`src/rtl/ptpi_pkg.sv`:
```
// ptpi_pkg: shared types and constants for the peak/trough phase interpolator
// used by every module under rtl/, depends on nothing
package ptpi_pkg;

  localparam int MAX_SAMPLES = 1024;
  localparam int MAX_EVENTS  = 512;
  localparam int SAMPLE_W    = 16;
  localparam int PHASE_W     = 16;
  localparam int IDX_W       = 10;                 // sample position
  localparam int CNT_W       = IDX_W + 1;          // sample count, holds MAX_SAMPLES
  localparam int EVT_AW      = $clog2(MAX_EVENTS); // event store address
  localparam int EVT_CW      = EVT_AW + 1;         // event count, holds MAX_EVENTS
  localparam int DIV_CW      = $clog2(PHASE_W);    // divider step counter

  localparam int FIFO_DEPTH  = 4;
  localparam int FIFO_AW     = $clog2(FIFO_DEPTH);

  localparam logic [PHASE_W-1:0] PHASE_HALF = {1'b1, {(PHASE_W-1){1'b0}}};

  typedef struct packed {
    logic                       kind;   // 0 load sample, 1 drain request
    logic signed [SAMPLE_W-1:0] sample;
    logic                       last;
  } in_t;

  typedef struct packed {
    logic [IDX_W-1:0]          index;
    logic signed [PHASE_W-1:0] phase;
    logic                      phase_valid;
    logic                      last_res;
  } out_t;

  // one classified command from the front to the back
  typedef struct packed {
    logic              wr;     // record an event
    logic [EVT_AW-1:0] addr;   // event slot
    logic [IDX_W-1:0]  pos;    // event position, or drain position
    logic              peak;
    logic              start;  // begin draining
    logic [EVT_CW-1:0] cnt;    // events recorded at start
    logic              drain;  // produce one phase
    logic              fin;    // final sample of the series
  } cmd_t;

  typedef struct packed {
    logic [IDX_W-1:0] pos;
    logic             peak;
  } evt_t;

endpackage

```
`src/rtl/ptpi_fifo.sv`:
```
// ptpi_fifo: short command queue between front and back
// depends on ptpi_pkg
module ptpi_fifo (
  input  logic           clk_i,
  input  logic           rst_ni,
  input  logic           push_i,
  input  ptpi_pkg::cmd_t cmd_i,
  output logic           full_o,
  input  logic           pop_i,
  output ptpi_pkg::cmd_t cmd_o,
  output logic           empty_o
);

  ptpi_pkg::cmd_t                 mem_q [ptpi_pkg::FIFO_DEPTH];
  logic [ptpi_pkg::FIFO_AW-1:0]   wptr_q, rptr_q;
  logic [ptpi_pkg::FIFO_AW:0]     fill_q, fill_d;
  logic                           do_push, do_pop;

  assign full_o  = fill_q == (ptpi_pkg::FIFO_AW+1)'(ptpi_pkg::FIFO_DEPTH);
  assign empty_o = fill_q == '0;
  assign do_push = push_i && !full_o;
  assign do_pop  = pop_i && !empty_o;
  assign cmd_o   = mem_q[rptr_q];

  always_comb begin
    fill_d = fill_q;
    case ({do_push, do_pop})
      2'b10:   fill_d = fill_q + (ptpi_pkg::FIFO_AW+1)'(1);
      2'b01:   fill_d = fill_q - (ptpi_pkg::FIFO_AW+1)'(1);
      default: fill_d = fill_q;
    endcase
  end

  always_ff @(posedge clk_i) begin
    if (do_push) begin
      mem_q[wptr_q] <= cmd_i;
    end
  end

  always_ff @(posedge clk_i or negedge rst_ni) begin
    if (!rst_ni) begin
      wptr_q <= '0;
      rptr_q <= '0;
      fill_q <= '0;
    end else begin
      if (do_push) wptr_q <= wptr_q + ptpi_pkg::FIFO_AW'(1);
      if (do_pop)  rptr_q <= rptr_q + ptpi_pkg::FIFO_AW'(1);
      fill_q <= fill_d;
    end
  end

endmodule

```
`config.mk`:
```
export PLATFORM = sky130hd
export DESIGN_NAME = ptpi_fifo
export DESIGN_NICKNAME = d
export VERILOG_FILES = /design/src/rtl/ptpi_pkg.sv /design/src/rtl/ptpi_fifo.sv
export SDC_FILE = /design/constraint.sdc
export NUM_CORES = 1
export LEC_CHECK = 0
export BUFFER_PORTS_ARGS = -buffer_cell sky130_fd_sc_hd__clkbuf_2
export CELL_PAD_IN_SITES_DETAIL_PLACEMENT = 1
export CELL_PAD_IN_SITES_GLOBAL_PLACEMENT = 1
export CORE_ASPECT_RATIO = 0.75
export CORE_MARGIN = 2
export CORE_UTILIZATION = 45
export DETAILED_ROUTE_END_ITERATION = 10
export PLACE_DENSITY = 0.73
export SYNTH_ARGS = -nofsm -noshare
export SYNTH_HDL_FRONTEND = slang
export SYNTH_SLANG_ARGS = --single-unit
```
`constraint.sdc`:
```
create_clock -name clk_i -period 5.5 [get_ports clk_i]
set_input_delay 1.65 -clock clk_i [delete_from_list [all_inputs] [get_ports clk_i]]
set_output_delay 1.65 -clock clk_i [all_outputs]
set_load 0.005 [all_outputs]
```
==> impl_metrics.tcl <==
set metrics [dict create \
    status "finished, final reports clean" \
    slowest_delay_ns 0.82 \
    synthDistinctLibCells 21 \
    chipWidth_um 130 \
    mostFrequentLayoutCell "edfxtp_1" \
    utilization_pct 56.0 \
    cts_buffer_depth 2 \
    post_cts_buffers 0 \
    place.gp.congestion 0.671 \
    final.period_utilization_pct 73.4 \
    path_clk_slew_ns 0.06 \
    antenna_found_initial 0 \
    finalClockSkew_ns 0.00644 \
    synth_seq_cells 143 \
    rsz0062_at_grt "false" \
    path_buf_inv 2 \
    setup-tns-final_ns 0 \
    end_kind "output port" \
    cap_violations 0 \
    crit_type "flop to output port" \
    core_um2 11600 \
    grt_max_degree 36 \
    drc_errors 0 \
    slowest_stage "dfrtp_2" \
    overflow 0 \
    p_leak_nw 2.31 \
    vias 2425 \
    slew_headroom_pct 34.4 \
    floorplan.initialDensity_pct 46.4 \
    placed_area_um2 5880 \
    drv_slew 0 \
    ant_nets 0 \
    synth_area_leader_cell "edfxtp_1" \
    setup_viol 0 \
    drive_above_1_share_pct 43.9 \
    dp_hpwl_um 5630 \
    irDropWorstVdd_mv 0.315 \
    layout_common_cells "edfxtp_1 (136), clkbuf_2 (73), mux4_2 (28)" \
    cp_cell_sequence "buf_4 -> mux4_1 -> clkbuf_2" \
    h-tree-depth 4 \
    vias_per_cell 5.12 \
    die_h_um 98.7 \
    crit_family "flip-flops" \
    cp.required_ns 3.85 \
    io_buffers 73 \
    ios 74 \
    holdBufCountCts 0 \
    fin_area_um2 6500 \
    synth-seq-area-share_pct 79.1 \
    preCtsSetupSlack_ns 1.81 \
    gr-usage-all-layers_pct 16.6 \
    clk_latency_ns 0.41 \
    final_nets 344 \
    cp.arrival_ns 2.39 \
    whs_ns 0.575 \
    postCtsResizedCells 0 \
    powerDensity_nw_per_um2 560 \
    wl_per_cell_um 20.4 \
    syn_inst 215 \
    synth_top_area_share_pct 75.8 \
    fp.dieArea_um2 12900 \
    wirelength_um 9660 \
    grt_first_pass_wirelength_um 14900 \
    grt_pass1_vias 2634 \
    max_clock_freq_ghz 0.248 \
    cts_tree "done" \
    yosys-top-cells-area "edfxtp_1 (76%), mux4_2 (12%), dfrtp_1 (3.3%)" \
    rows 34 \
    cp-start-kind "flop" \
    min_path_type "flop to flop" \
    cts_root_buf "clkbuf_16" \
    first_iter_violations 143 \
    cts_made_buffers 17 \
    syn_nets 259 \
    yosysWarnings 0 \
    setup_slack_ns 1.46 \
    synth.cell_area_um2 5390 \
    final_hold_viol_count 0 \
    fillers 1021 \
    drt_first_pass_iters 4 \
    area_growth_syn_to_layout_pct 20.7 \
    antenna_cells 0 \
    path_max_fanout 22 \
    cts.sinks 143 \
    min_period_ns 4.04 \
    max_slew.worst_pin.slew_ns 0.984 \
    syn_avg_cell_area_um2 25.0 \
]
[layer usage]
| layer | vias to the layer above | routed length (µm) | track usage [%] |
|---|---|---|---|
| met4 | 0 | 74 | 6.12 |
| met2 | 79 | 4600 | 24.7 |
| met3 | 10 | 614 | 6.79 |
| met1 | 1262 | 4370 | 22.3 |
| li1 | 1074 | - | - |
| met5 | - | 0 | 0 |
[flip-flops by register name, summed over array words and instances, names as in the netlist]
| signal | count |
|---|---|
| fill_q | 3 |
| mem_q | 136 |
| rptr_q | 2 |
| wptr_q | 2 |
[synth_stat cells]
cell	number
edfxtp_1	136
mux4_2	28
dfrtp_1	7
inv_1	6
mux4_1	6
ha_1	5
and2_1	4
buf_2	4
buf_12	3
xnor2_1	3
xor2_1	3
buf_6	1
fa_1	1
mux2_2	1
mux2i_1	1
nand2_1	1
nor2_1	1
nor2b_2	1
nor3_1	1
nor3b_2	1
o31a_1	1
[through the flow]
step,power (mW),cells
2_1_floorplan,2.16,215
4_1_cts,3.70,474
5_1_grt,3.83,474
3_5_place_dp,2.48,443
3_3_place_gp,2.44,443
6_report,3.64,474
[power by group]
part           internal [mW]  leakage, nW  switching [mW]
clock network          0.798        0.303           0.418
registers               1.45         1.33           0.163
logic                  0.436        0.683           0.379
[layout make-up]
| cell class | count | area [µm²] | area share (%) |
|---|---|---|---|
| flip-flops and latches | 143 | 4260 | 65.5 |
| clock buffers | 19 | 433 | 6.66 |
| repair buffers | 74 | 373 | 5.73 |
| multi-input cells | 58 | 1020 | 15.6 |
| clock inverters | 12 | 193 | 2.96 |
| inverters | 6 | 22.5 | 0.346 |
| well taps | 162 | 203 | 3.12 |
[kinds of logic after synthesis]
kind of cell | Yosys count | share of synthesized area, %
XOR/XNOR | 6 | 0.976
multiplexers | 36 | 15.0
adder cells (fa/ha/maj) | 6 | 1.53
AND/OR/NAND/NOR | 9 | 1.09
AO/OA/AOI/OAI | 1 | 0.163
flip-flops | 143 | 79.1
buffers and inverters | 14 | 2.11
[worst paths after layout]
kind | slack [ns] | end | from | depth (start not counted)
worst max register to register | 3.36 | mem_q[0][8]$_DFFE_PP_ | fill_q[2]$_DFFE_PN0P_ | 3
worst min register to register | 0.57 | fill_q[2]$_DFFE_PN0P_ | fill_q[2]$_DFFE_PN0P_ | 1
min in group asynchronous | 1.07 | fill_q[1]$_DFFE_PN0P_ | rst_ni | 1
worst min-delay path | 0.57 | fill_q[2]$_DFFE_PN0P_ | fill_q[2]$_DFFE_PN0P_ | 1
max in group asynchronous | 4.23 | rptr_q[0]$_DFFE_PN0P_ | rst_ni | 1
worst max-delay path | 1.46 | cmd_o[33] | rptr_q[0]$_DFFE_PN0P_ | 3
No activity file was read; power rests on OpenSTA's default activity.
