$ cat src/rtl/ptpi_pkg.sv
// ptpi_pkg: shared types and constants for the peak/trough phase interpolator
// used by every module under rtl/, depends on nothing
package ptpi_pkg;

  localparam int MAX_SAMPLES = 1024;
  localparam int MAX_EVENTS  = 512;
  localparam int SAMPLE_W    = 16;
  localparam int PHASE_W     = 16;
  localparam int IDX_W       = 10;                 // sample position
  localparam int CNT_W       = IDX_W + 1;          // sample count, holds MAX_SAMPLES
  localparam int EVT_AW      = $clog2(MAX_EVENTS); // event store address
  localparam int EVT_CW      = EVT_AW + 1;         // event count, holds MAX_EVENTS
  localparam int DIV_CW      = $clog2(PHASE_W);    // divider step counter

  localparam int FIFO_DEPTH  = 4;
  localparam int FIFO_AW     = $clog2(FIFO_DEPTH);

  localparam logic [PHASE_W-1:0] PHASE_HALF = {1'b1, {(PHASE_W-1){1'b0}}};

  typedef struct packed {
    logic                       kind;   // 0 load sample, 1 drain request
    logic signed [SAMPLE_W-1:0] sample;
    logic                       last;
  } in_t;

  typedef struct packed {
    logic [IDX_W-1:0]          index;
    logic signed [PHASE_W-1:0] phase;
    logic                      phase_valid;
    logic                      last_res;
  } out_t;

  // one classified command from the front to the back
  typedef struct packed {
    logic              wr;     // record an event
    logic [EVT_AW-1:0] addr;   // event slot
    logic [IDX_W-1:0]  pos;    // event position, or drain position
    logic              peak;
    logic              start;  // begin draining
    logic [EVT_CW-1:0] cnt;    // events recorded at start
    logic              drain;  // produce one phase
    logic              fin;    // final sample of the series
  } cmd_t;

  typedef struct packed {
    logic [IDX_W-1:0] pos;
    logic             peak;
  } evt_t;

endpackage

$ cat src/rtl/ptpi_front.sv
// ptpi_front: accepts requests, tracks load/drain mode and detects events
// depends on ptpi_pkg
module ptpi_front (
  input  logic            clk_i,
  input  logic            rst_ni,
  input  logic            in_valid_i,
  input  ptpi_pkg::in_t   in_data_i,
  output logic            in_stall_o,
  input  logic            full_i,
  output logic            push_o,
  output ptpi_pkg::cmd_t  cmd_o
);

  logic signed [ptpi_pkg::SAMPLE_W-1:0] older_q, older_d, prev_q, prev_d;
  logic [ptpi_pkg::CNT_W-1:0]  count_q, count_d;
  logic [ptpi_pkg::EVT_CW-1:0] evcnt_q, evcnt_d;
  logic [ptpi_pkg::IDX_W-1:0]  dpos_q, dpos_d;
  logic                        draining_q, draining_d;
  logic                        accept, pk, tr, fin;
  ptpi_pkg::cmd_t              cmd;

  assign in_stall_o = full_i;
  assign accept     = in_valid_i && !full_i;

  assign pk  = (prev_q > older_q) && (prev_q > in_data_i.sample);
  assign tr  = (prev_q < older_q) && (prev_q < in_data_i.sample);
  assign fin = ({1'b0, dpos_q} + ptpi_pkg::CNT_W'(1)) >= count_q;

  always_comb begin
    older_d    = older_q;
    prev_d     = prev_q;
    count_d    = count_q;
    evcnt_d    = evcnt_q;
    dpos_d     = dpos_q;
    draining_d = draining_q;
    cmd        = '0;
    cmd.addr   = evcnt_q[ptpi_pkg::EVT_AW-1:0];
    cmd.pos    = dpos_q;
    cmd.peak   = pk;
    cmd.fin    = fin;
    if (accept) begin
      if (!in_data_i.kind && !draining_q) begin
        if (count_q < ptpi_pkg::CNT_W'(ptpi_pkg::MAX_SAMPLES)) begin
          if ((count_q >= ptpi_pkg::CNT_W'(2)) && (pk || tr) &&
              (evcnt_q < ptpi_pkg::EVT_CW'(ptpi_pkg::MAX_EVENTS))) begin
            cmd.wr  = 1'b1;
            cmd.pos = ptpi_pkg::IDX_W'(count_q - ptpi_pkg::CNT_W'(1));
            evcnt_d = evcnt_q + ptpi_pkg::EVT_CW'(1);
          end
          older_d = prev_q;
          prev_d  = in_data_i.sample;
          count_d = count_q + ptpi_pkg::CNT_W'(1);
        end
        if (in_data_i.last) begin
          draining_d = 1'b1;
          dpos_d     = '0;
          cmd.start  = 1'b1;
          cmd.cnt    = evcnt_d;
        end
      end else if (in_data_i.kind && draining_q) begin
        cmd.drain = 1'b1;
        if (fin) begin
          older_d    = '0;
          prev_d     = '0;
          count_d    = '0;
          evcnt_d    = '0;
          dpos_d     = '0;
          draining_d = 1'b0;
        end else begin
          dpos_d = dpos_q + ptpi_pkg::IDX_W'(1);
        end
      end
    end
  end

  assign push_o = accept && (cmd.wr || cmd.start || cmd.drain);
  assign cmd_o  = cmd;

  always_ff @(posedge clk_i or negedge rst_ni) begin
    if (!rst_ni) begin
      older_q    <= '0;
      prev_q     <= '0;
      count_q    <= '0;
      evcnt_q    <= '0;
      dpos_q     <= '0;
      draining_q <= 1'b0;
    end else begin
      older_q    <= older_d;
      prev_q     <= prev_d;
      count_q    <= count_d;
      evcnt_q    <= evcnt_d;
      dpos_q     <= dpos_d;
      draining_q <= draining_d;
    end
  end

endmodule

$ cat config.mk
export PLATFORM = sky130hd
export DESIGN_NAME = ptpi_front
export DESIGN_NICKNAME = d
export VERILOG_FILES = /design/src/rtl/ptpi_pkg.sv /design/src/rtl/ptpi_front.sv
export SDC_FILE = /design/constraint.sdc
export NUM_CORES = 1
export LEC_CHECK = 0
export BUFFER_PORTS_ARGS = -buffer_cell sky130_fd_sc_hd__buf_2
export CORE_UTILIZATION = 35
export DETAILED_ROUTE_END_ITERATION = 8
export PLACE_DENSITY_LB_ADDON = 0.2
export SETUP_SLACK_MARGIN = 0.15
export SYNTH_ARGS = -nofsm -noshare
export SYNTH_HDL_FRONTEND = slang
export SYNTH_SLANG_ARGS = --single-unit
export TNS_END_PERCENT = 30
$ cat constraint.sdc
create_clock -name clk_i -period 10.1 [get_ports clk_i]
set_input_delay 1.515 -clock clk_i [delete_from_list [all_inputs] [get_ports clk_i]]
set_output_delay 1.515 -clock clk_i [all_outputs]
set_load 0.02 [all_outputs]
==> qor.yml, run 1 <==
clock_tree:
  clock_path_buffers: 2
  clk_pin_slew_worst_paths_ns: 0.05
  cts_root_buf: "clkbuf_16"
  postCtsSetupBuffers: 0
  cts-resized-gates: 0
  h-tree-depth: 3
  hold_buffers: 0
  cts_tree: "built"
  clk_latency_ns: 0.33
  clock-sinks: 64
  cts_buffers: 9
sta:
  finalHoldViolCount: 0
  setup_tns_ns: 0
  finalSetupViolCount: 0
  slew_headroom: 0.4361
  finClkSkew_ns: 0.007913
  tightestPinTransition_ns: 0.8458
  min_period_ns: 5.953
  fin_crit_sh: 0.5894
  rsz0062_at_grt: "false"
  whs_ns: 0.4965
  maxSlewViolCount: 0
  maxClockFrequency_mhz: 168.0
route:
  wl_per_cell_um: 15.40
  vias: 4160
  drtIter0Drc: 317
  ant_nets: 0
  drc: 0
  via_per_inst: 5.410
  routed_wl_mm: 11.85
  firstDrtPassIters: 4
placed_design:
  dpl.hpwl_mm: 8.484
  portBuffers: 57
  dpl_cell_area_um2: 5129
  gp_congestion: 0.8704
  dp_cells: 753
synthesis:
  ys_types: 51
  syn_area_per_cell_um2: 8.618
  synth_top_family_by_area: "compound AO/OA/AOI/OAI gates"
  ys_seq_area_frac: 0.3354
  yosysWarnings: 0
  synth_async_sr_flop_share: 1.000
  synth-compound-area-share: 0.2028
  synthCells: 554
  ys_seq_elements: 64
  synthAdderAreaFrac: 0.1310
  synthesis.area_um2: 4775
  synth-xor-area-share: 0.02752
  synth_flop_cell: "dfrtp_1"
  synth_edf_count: 0
  synthSimpleGateAreaFrac: 0.1795
  syn_nets: 626
  muxShareOfSynthArea: 0.03878
cells_and_area:
  fin_area_um2: 5451
  final_common_cell: "dfrtp_1"
  layout-drive-gt1-share: 0.1619
  antenna_cells: 0
  syn_to_final_growth_pct: 14.18
  stdcell_count: 769
  layout_common_cells: "64 x dfrtp_1, 57 x buf_2, 54 x inv_1, 50 x ha_1, 46 x nand2_1"
  finish.utilization: 0.4100
  fin_nets: 660
floorplanning:
  pin_count: 58
  die_area_um2: 14110
  rows: 42
  initial_utilization: 0.3591
  die_w_um: 118.8
  die-height_um: 118.8
  core_um2: 13300
worst_setup_path:
  arrival_ns: 4.44
  crit_required_ns: 8.59
  cp-start-kind: "input port"
  cp-end-kind: "primary output"
  reg2reg_slack_ns: 6.56
  crit_fanout: 27
  path_class: "input port to primary output"
global_route:
  first_global_vias: 4111
  grt_pass1_wl_mm: 20.01
  grt_max_degree: 65
  grtUsageTotal: 0.1761
  grt_antenna_before_repair: 0
  grt_overflow: 0
power:
  powerDensity_nw_per_um2: 269.8
  leakage_nw: 2.658
  max-vdd-ir-drop_uv: 140.6
job:
  maxCapViolCount: 0
run_status:
  status: "finished, final reports clean"
min_path:
  hold_class: "register to register"
[cells by family (layout without fill, tap and decap cells)]
| group | count (synthesis) | in the layout |
|---|---|---|
| adder cells (fa/ha/maj) | 50 | 50 |
| XOR/XNOR | 15 | 15 |
| buffers and inverters | 94 | 133 |
| multiplexers | 15 | 15 |
| flip-flops | 64 | 64 |
| AND/OR/NAND/NOR | 170 | 170 |
| AO/OA/AOI/OAI | 146 | 146 |
[synth_stat cells (2+ instances only)]
cell type / number / area share
inv_1: 54 / 0.042
nor4_1: 6 / 0.0079
dfrtp_1: 64 / 0.34
xor2_1: 3 / 0.0055
buf_4: 12 / 0.019
nor2_1: 31 / 0.024
o211ai_1: 2 / 0.0031
o21ai_1: 3 / 0.0031
or3_1: 8 / 0.010
ha_1: 50 / 0.13
nand4_1: 15 / 0.020
and3_1: 5 / 0.0066
nand3_1: 28 / 0.029
mux2_4: 6 / 0.019
a21o_1: 7 / 0.011
and2_1: 3 / 0.0039
o31ai_1: 7 / 0.011
a211oi_1: 2 / 0.0031
o21ai_0: 37 / 0.039
a22o_1: 34 / 0.062
nor2b_1: 4 / 0.0052
nor3_1: 6 / 0.0063
nand2b_1: 7 / 0.0092
or4_1: 4 / 0.0063
clkbuf_1: 26 / 0.020
mux2i_1: 5 / 0.010
xnor2_1: 12 / 0.022
a21oi_1: 30 / 0.031
mux2_2: 4 / 0.0094
o41ai_1: 2 / 0.0037
a31oi_1: 10 / 0.013
o311ai_0: 2 / 0.0037
o21a_1: 2 / 0.0031
nand2_1: 46 / 0.036
[through the flow]
stage / power [mW] / setup WS [ns]
after floorplan: 0.9499 / 4.490
after global routing: 1.593 / 3.938
after detailed placement: 1.133 / 4.170
final: 1.471 / 4.147
after global placement: 1.116 / 4.190
after CTS: 1.481 / 4.154
[routing by layer]
| layer | share of wire | GRT usage |
|---|---|---|
| met3 | 0.038 | 0.03475 |
| met2 | 0.46 | 0.2800 |
| met4 | 0.020 | 0.06804 |
| met5 | 0 | 0 |
| met1 | 0.48 | 0.2347 |
[worst max-delay path, cell delays in order]
cell,delay [ns]
buf_2,0.09
inv_1,0.04
ha_1,0.33
nand4_2,0.16
nor4_2,0.33
o21ai_1,0.13
and4_4,0.20
or2_0,0.23
mux2_4,0.39
or3_4,0.52
o21ai_0,0.28
buf_2,0.22
[area by class of cell]
| cell class | count | area, µm² |
|---|---|---|
| Sequential cell | 64 | 1602 |
| Tap cell | 176 | 220.2 |
| Clock inverter | 5 | 80.08 |
| Timing Repair Buffer | 63 | 330.3 |
| Clock buffer | 11 | 242.7 |
| Multi-Input combinational cell | 396 | 2774 |
| Inverter | 54 | 202.7 |
| Fill cell | 1354 | 7844 |
[where the power goes]
| part | internal, mW | total [mW] | switching (mW) |
|---|---|---|---|
| clock | 0.222 | 0.338 | 0.116 |
| combinational | 0.282 | 0.706 | 0.423 |
| sequential | 0.333 | 0.427 | 0.0935 |
[worst paths after layout]
check,endpoint,cells past startpoint,start
max,cmd_o[15],12,in_data_i[15]
min,older_q[7],1,older_q[7]
max reg2reg,dpos_q[8],12,dpos_q[0]
min reg2reg,older_q[7],1,older_q[7]
max in group asynchronous,older_q[14],2,rst_ni
min in group asynchronous,dpos_q[7],2,rst_ni
[sequential cells by signal (all words and copies together) (netlist names)]
| signal | flops |
|---|---|
| dpos_q | 10 |
| older_q | 16 |
| evcnt_q | 10 |
| count_q | 11 |
| prev_q | 16 |
| draining_q | 1 |
(Power assumes the default switching activity.)
==> run 2, diff against run 1 <==
- ABC_AREA: default -> 1
- clock period: 10.1 -> 5.3 ns (I/O delays scaled with it)
==> run 2 against run 1 <==
Effect of this change:
- clock power grew 97%
- clock skew fell by 0.0032 ns
- area after synthesis down 0.31%
- die area shrank 0.30%
- highest routed layer unchanged
- worst setup slack got worse by 2.7 ns
- synthesized cell count up 15%
- critical endpoint is now cmd_o[16]
- critical path depth is 6 higher
- sequential share of layout area about the same
- critical path type unchanged
- final cell count grew 12%
- power increased by 120%
- register-to-register slack got worse by 5.1 ns
==> qor.yml, run 2 <==
synthesis:
  synthCells: 638
  syn_area_per_cell_um2: 7.460
  synth_flop_cell: "dfrtp_1"
  synth_area_leaders: "dfrtp_1 34%, ha_1 13%, nand2_1 11%"
  yosys.area.top_type_share: 0.3365
  synthesis.area_um2: 4760
  ys_seq_area_frac: 0.3365
  yosysWarnings: 0
  synth_edf_count: 0
  yosysMostFrequentCell: "nand2_1"
  ys_types: 35
  yosys.area.top_type: "dfrtp_1"
  syn_nets: 710
  synth_async_sr_flop_share: 1.000
  ys_top_cells_by_count: "137 x nand2_1, 122 x inv_1, 64 x dfrtp_1"
  ys_seq_elements: 64
worst_setup_path:
  reg2reg_slack_ns: 1.44
  critical_path.cell_chain: "buf_2 -> inv_1 -> ha_1 -> nand2_1 -> nor2_1 -> nand2_1 -> nor2_2 -> nand2_1 -> nand3_1 -> nand2_1 -> nand2_2 -> nand3_4 -> nand2_4 -> nand3_4 -> inv_2 -> o21ai_1 -> o21ai_0 -> buf_2"
  cp-end-kind: "primary output"
  crit_required_ns: 4.51
  crit_fanout: 19
  slowest_stage: "ha_1"
  r2r-start: "dpos_q[0]"
  setup.worst_path.end: "cmd_o[16]"
  critPathLaunch: "in_data_i[12]"
  reg2reg_depth: 15
  cpPeakStageDelay_ns: 0.29
  path_class: "input port to primary output"
  cpMostUsedCell: "nand2_1"
  cp-start-kind: "input port"
  arrival_ns: 3.07
  reg2reg_to: "prev_q[5]"
sta:
  finalHoldViolCount: 0
  worst_slack_ns: 1.434
  maxSlewViolCount: 0
  fin_crit_sh: 0.7295
  slew_headroom: 0.4033
  maxClockFrequency_mhz: 258.6
  min_period_ns: 3.866
  finalSetupViolCount: 0
  tightestPinTransition_ns: 0.8951
  rsz0062_at_grt: "false"
  finClkSkew_ns: 0.004706
  setup_tns_ns: 0
floorplanning:
  core_um2: 13240
  die_w_um: 118.6
  pin_count: 58
  rows: 42
  die-height_um: 118.6
  initial_utilization: 0.3594
  die_area_um2: 14070
clock_tree:
  h-tree-depth: 3
  cts_tree: "built"
  hold_buffers: 0
  clk_latency_ns: 0.34
  clock-sinks: 64
  cts-resized-gates: 0
  cts_root_buf: "clkbuf_16"
  cts_buffers: 9
  postCtsSetupBuffers: 0
  clock_path_buffers: 2
  clk_pin_slew_worst_paths_ns: 0.06
route:
  drc: 0
  routed_wl_mm: 11.29
  vias: 4179
  wirelength_met1_mm: 5.431
  firstDrtPassIters: 4
  drtIter0Drc: 182
  ant_nets: 0
  wl_met2_mm: 5.358
  top_layer: "met4"
  dr_wl_met3_um: 335
  wl_per_cell_um: 13.05
  via_per_inst: 4.831
cells_and_area:
  syn_to_final_growth_pct: 14.67
  fin_nets: 756
  antenna_cells: 0
  layout_common_cells: "137 x nand2_1, 122 x inv_1, 64 x dfrtp_1, 57 x buf_2, 50 x ha_1"
  final_common_cell: "nand2_1"
  layout-drive-gt1-share: 0.1379
  top_regs: "older_q: 16 flops, prev_q: 16 flops, count_q: 11 flops"
power:
  powerDensity_nw_per_um2: 605.0
  leakage_nw: 2.949
  fin_total_pwr_mw: 3.302
  max-vdd-ir-drop_uv: 268.5
run_status:
  status: "finished, final reports clean"
global_route:
  grt_pass1_wl_mm: 19.62
  grt_antenna_before_repair: 0
  grt_overflow: 0
  first_global_vias: 4121
  grtUsageTotal: 0.1749
  grt_max_degree: 41
placed_design:
  dpl.hpwl_mm: 8.525
  dp_slack_ns: 1.436
  gp_congestion: 0.8304
  portBuffers: 57
min_path:
  hold_class: "input port to asynchronous set/reset pin"
job:
  maxCapViolCount: 0
==> run 2: kinds of logic (layout without fill, tap and decap cells) <==
family	count (synthesis)	after routing	share of synthesized area
flops	64	64	0.3365
fa+ha+maj	50	50	0.1314
buf+inv	149	200	0.1317
simple gates	259	259	0.2445
xor+xnor	17	17	0.03128
compound gates	99	99	0.1246
==> run 2: worst min path at each step <==
stage / start / endpoint / slack [ns] / cells after the start
finish: rst_ni / older_q[6] / 0.46 / 1
global route: rst_ni / prev_q[6] / 0.51 / 1
CTS: rst_ni / older_q[6] / 0.49 / 1
detailed placement: evcnt_q[4] / evcnt_q[4] / 0.54 / 2
global placement: evcnt_q[9] / evcnt_q[9] / 0.53 / 2
floorplan: evcnt_q[8] / evcnt_q[8] / 0.49 / 2
==> run 2: power by group <==
part           total [mW]  internal [mW]  leakage, nW  switching, mW
clock network       0.667          0.426        0.155          0.241
logic                1.81          0.635         1.95           1.17
registers           0.825          0.674        0.843          0.151
==> run 2: layout make-up <==
type	count	area (µm²)
sequential	64	1602
tap	176	220.2
clock inverter	6	92.59
fill	1394	7785
inverter	124	465.4
timing repair buffer	60	307.8
multi-input combinational	425	2531
clock buffer	10	239.0
==> run 2: worst max-delay path: cells and delay by family <==
kind	cells	cell delay, ns
compound gates	2	0.15
fa+ha+maj	1	0.29
simple gates	11	1.30
buf+inv	4	0.52
==> run 2: through the flow <==
stage,std cells,utilization,hold slack (ns),area [µm²]
after floorplan,638,-,0.4933,4760
after global placement,849,0.3871,0.5309,5126
after detailed placement,849,0.3871,0.5414,5126
after CTS,865,0.4121,0.4874,5458
after global routing,865,0.4121,0.5126,5458
final,865,0.4121,0.4551,5458
==> run 2: per-layer routing <==
layer / global-route usage / up-vias
met5: 0 / -
met4: 0.05538 / 0
met3: 0.03764 / 12
met2: 0.2935 / 51
met1: 0.2231 / 1945
li1: - / 2171
==> run 3, diff against run 2 <==
- clock period: 5.3 -> 3.6 ns (I/O delays scaled with it)
==> run 3 against run 2 <==
Effect of this change:
- sequential power is 49% higher
- routed wire length is 5.2% higher
- clock skew is 0.0036 ns higher
- cell area is 3.3% higher
- count of clock-buffer cells in the layout stayed put
==> qor.yml, run 3 (synthesized netlist as in run 2, its figures left out) <==
sta:
  finalHoldViolCount: 0
  worst_slack_ns: 0.3197
  maxClockFrequency_mhz: 304.9
  maxSlewViolCount: 0
  setup_tns_ns: 0
  tightestPinTransition_ns: 0.7160
  finClkSkew_ns: 0.008348
  min_period_ns: 3.280
  finalSetupViolCount: 0
  rsz0062_at_grt: "true"
  slew_headroom: 0.5201
  fin_crit_sh: 0.9112
cells_and_area:
  top_regs: "older_q: 16 flops, prev_q: 16 flops, count_q: 11 flops"
  antenna_cells: 0
  layout_common_cells: "137 x nand2_1, 122 x inv_1, 60 x dfrtp_1, 56 x buf_2, 48 x ha_1"
  layout-drive-gt1-share: 0.1735
  fin_nets: 770
  fillCellCount: 1419
  syn_to_final_growth_pct: 18.51
  finish.utilization: 0.4259
  stdcell_count: 879
  final_common_cell: "nand2_1"
power:
  p_sw_mw: 2.420
  fin_total_pwr_mw: 5.087
  max-vdd-ir-drop_uv: 386.2
  combPwrFrac: 0.584
  swShare: 0.4757
  powerDensity_nw_per_um2: 901.8
  seq_power_share: 0.243
  intPower_mw: 2.667
  clkPwrFrac: 0.173
  leakage_nw: 3.016
global_route:
  grt_antenna_before_repair: 0
  grt_overflow: 0
  grt_pass1_wl_mm: 19.62
  first_global_vias: 4114
  grt_max_degree: 34
  grtUsageTotal: 0.1747
route:
  wl_per_cell_um: 13.52
  firstDrtPassIters: 5
  routed_wl_mm: 11.88
  drtIter0Drc: 285
  vias: 4339
  via_per_inst: 4.936
  drc: 0
  ant_nets: 0
clock_tree:
  clk_pin_slew_worst_paths_ns: 0.06
  clk_latency_ns: 0.34
  cts_root_buf: "clkbuf_16"
  cts_tree: "built"
  h-tree-depth: 3
  clock_path_buffers: 2
  cts_buffers: 9
  clock-sinks: 64
  hold_buffers: 0
floorplanning:
  rows: 42
  die_area_um2: 14070
  core_um2: 13240
  die-height_um: 118.6
  pin_count: 58
  die_w_um: 118.6
  initial_utilization: 0.3594
worst_setup_path:
  cp-start-kind: "register"
  crit_required_ns: 3.06
  crit_fanout: 7
  cp-end-kind: "primary output"
  arrival_ns: 2.74
  path_class: "register to primary output"
placed_design:
  portBuffers: 57
  gp_congestion: 0.8660
  dp_cells: 853
  dpl.hpwl_mm: 8.550
  dp_slack_ns: 0.09560
job:
  maxCapViolCount: 0
min_path:
  hold_class: "input port to asynchronous set/reset pin"
run_status:
  status: "finished, final reports clean"
-- run 3: cell types whose count changed in the layout (fill, tap and decap cells not counted), sizes merged --
cell	delta
clkinv	+1
buf	+14
bufinv	-1
-- run 3: critical path: stages, from the launching register on --
cell and delay [ns]:
dfrtp_2 0.42, nand4_1 0.15, nor2_2 0.17, nand3_2 0.12
nand3b_1 0.22, xor2_2 0.17, inv_1 0.06, ha_1 0.29
nand2_1 0.11, nor4_2 0.28, a21oi_1 0.12, nand2_1 0.10
buf_2 0.17
-- run 3: per-stage QoR --
stage / hold slack, ns / cell area, µm²
4_1_cts: 0.2756 / 5507
3_5_place_dp: 0.5424 / 5181
2_1_floorplan: 0.2444 / 4760
3_3_place_gp: 0.5324 / 5181
5_1_grt: 0.3030 / 5640
6_report: 0.2483 / 5640
-- run 3: worst paths after layout --
kind / from / end / slack, ns / cells after the start
worst max register to register: dpos_q[0] / count_q[6] / 0.46 / 16
worst min register to register: older_q[14] / older_q[14] / 0.55 / 2
max in group asynchronous: rst_ni / dpos_q[0] / 2.57 / 2
min in group clk_i: in_data_i[10] / prev_q[9] / 0.47 / 3
worst max-delay path: dpos_q[0] / cmd_o[0] / 0.32 / 12
worst min-delay path: rst_ni / prev_q[3] / 0.25 / 1
-- run 3: cell type report --
| type | count | area [µm²] | area share |
|---|---|---|---|
| Multi-Input combinational cell | 425 | 2606 | 0.4621 |
| Sequential cell | 64 | 1607 | 0.2848 |
| Inverter | 124 | 465.4 | 0.08252 |
| Clock inverter | 6 | 60.06 | 0.01065 |
| Clock buffer | 10 | 229.0 | 0.04059 |
| Timing Repair Buffer | 74 | 452.9 | 0.08030 |
| Tap cell | 176 | 220.2 | 0.03904 |
-- run 3: repair_timing --
action                                  CTS  global route
resized for setup                         1            17
buffers inserted                          2             8
endpoints found under the setup margin    7            67
endpoints found under the hold margin     0             0
pin swaps                                 1             4
-- run 3: layer usage --
layer | part of all wire | up-vias | track usage
met1 | 0.48 | 2053 | 0.2280
met4 | 0.018 | 0 | 0.05775
li1 | - | 2198 | -
met5 | 0 | - | 0
met3 | 0.030 | 14 | 0.03185
met2 | 0.48 | 74 | 0.2902
-- run 3: power by group through the flow --
stage / Combinational, mW / Clock (mW) / Sequential [mW]
3_3_place_gp: 2.65 / 0 / 1.22
3_5_place_dp: 2.71 / 0 / 1.23
6_report: 2.97 / 0.880 / 1.23
4_1_cts: 2.78 / 0.903 / 1.22
2_1_floorplan: 2.18 / 0 / 1.16
5_1_grt: 3.36 / 0.931 / 1.27
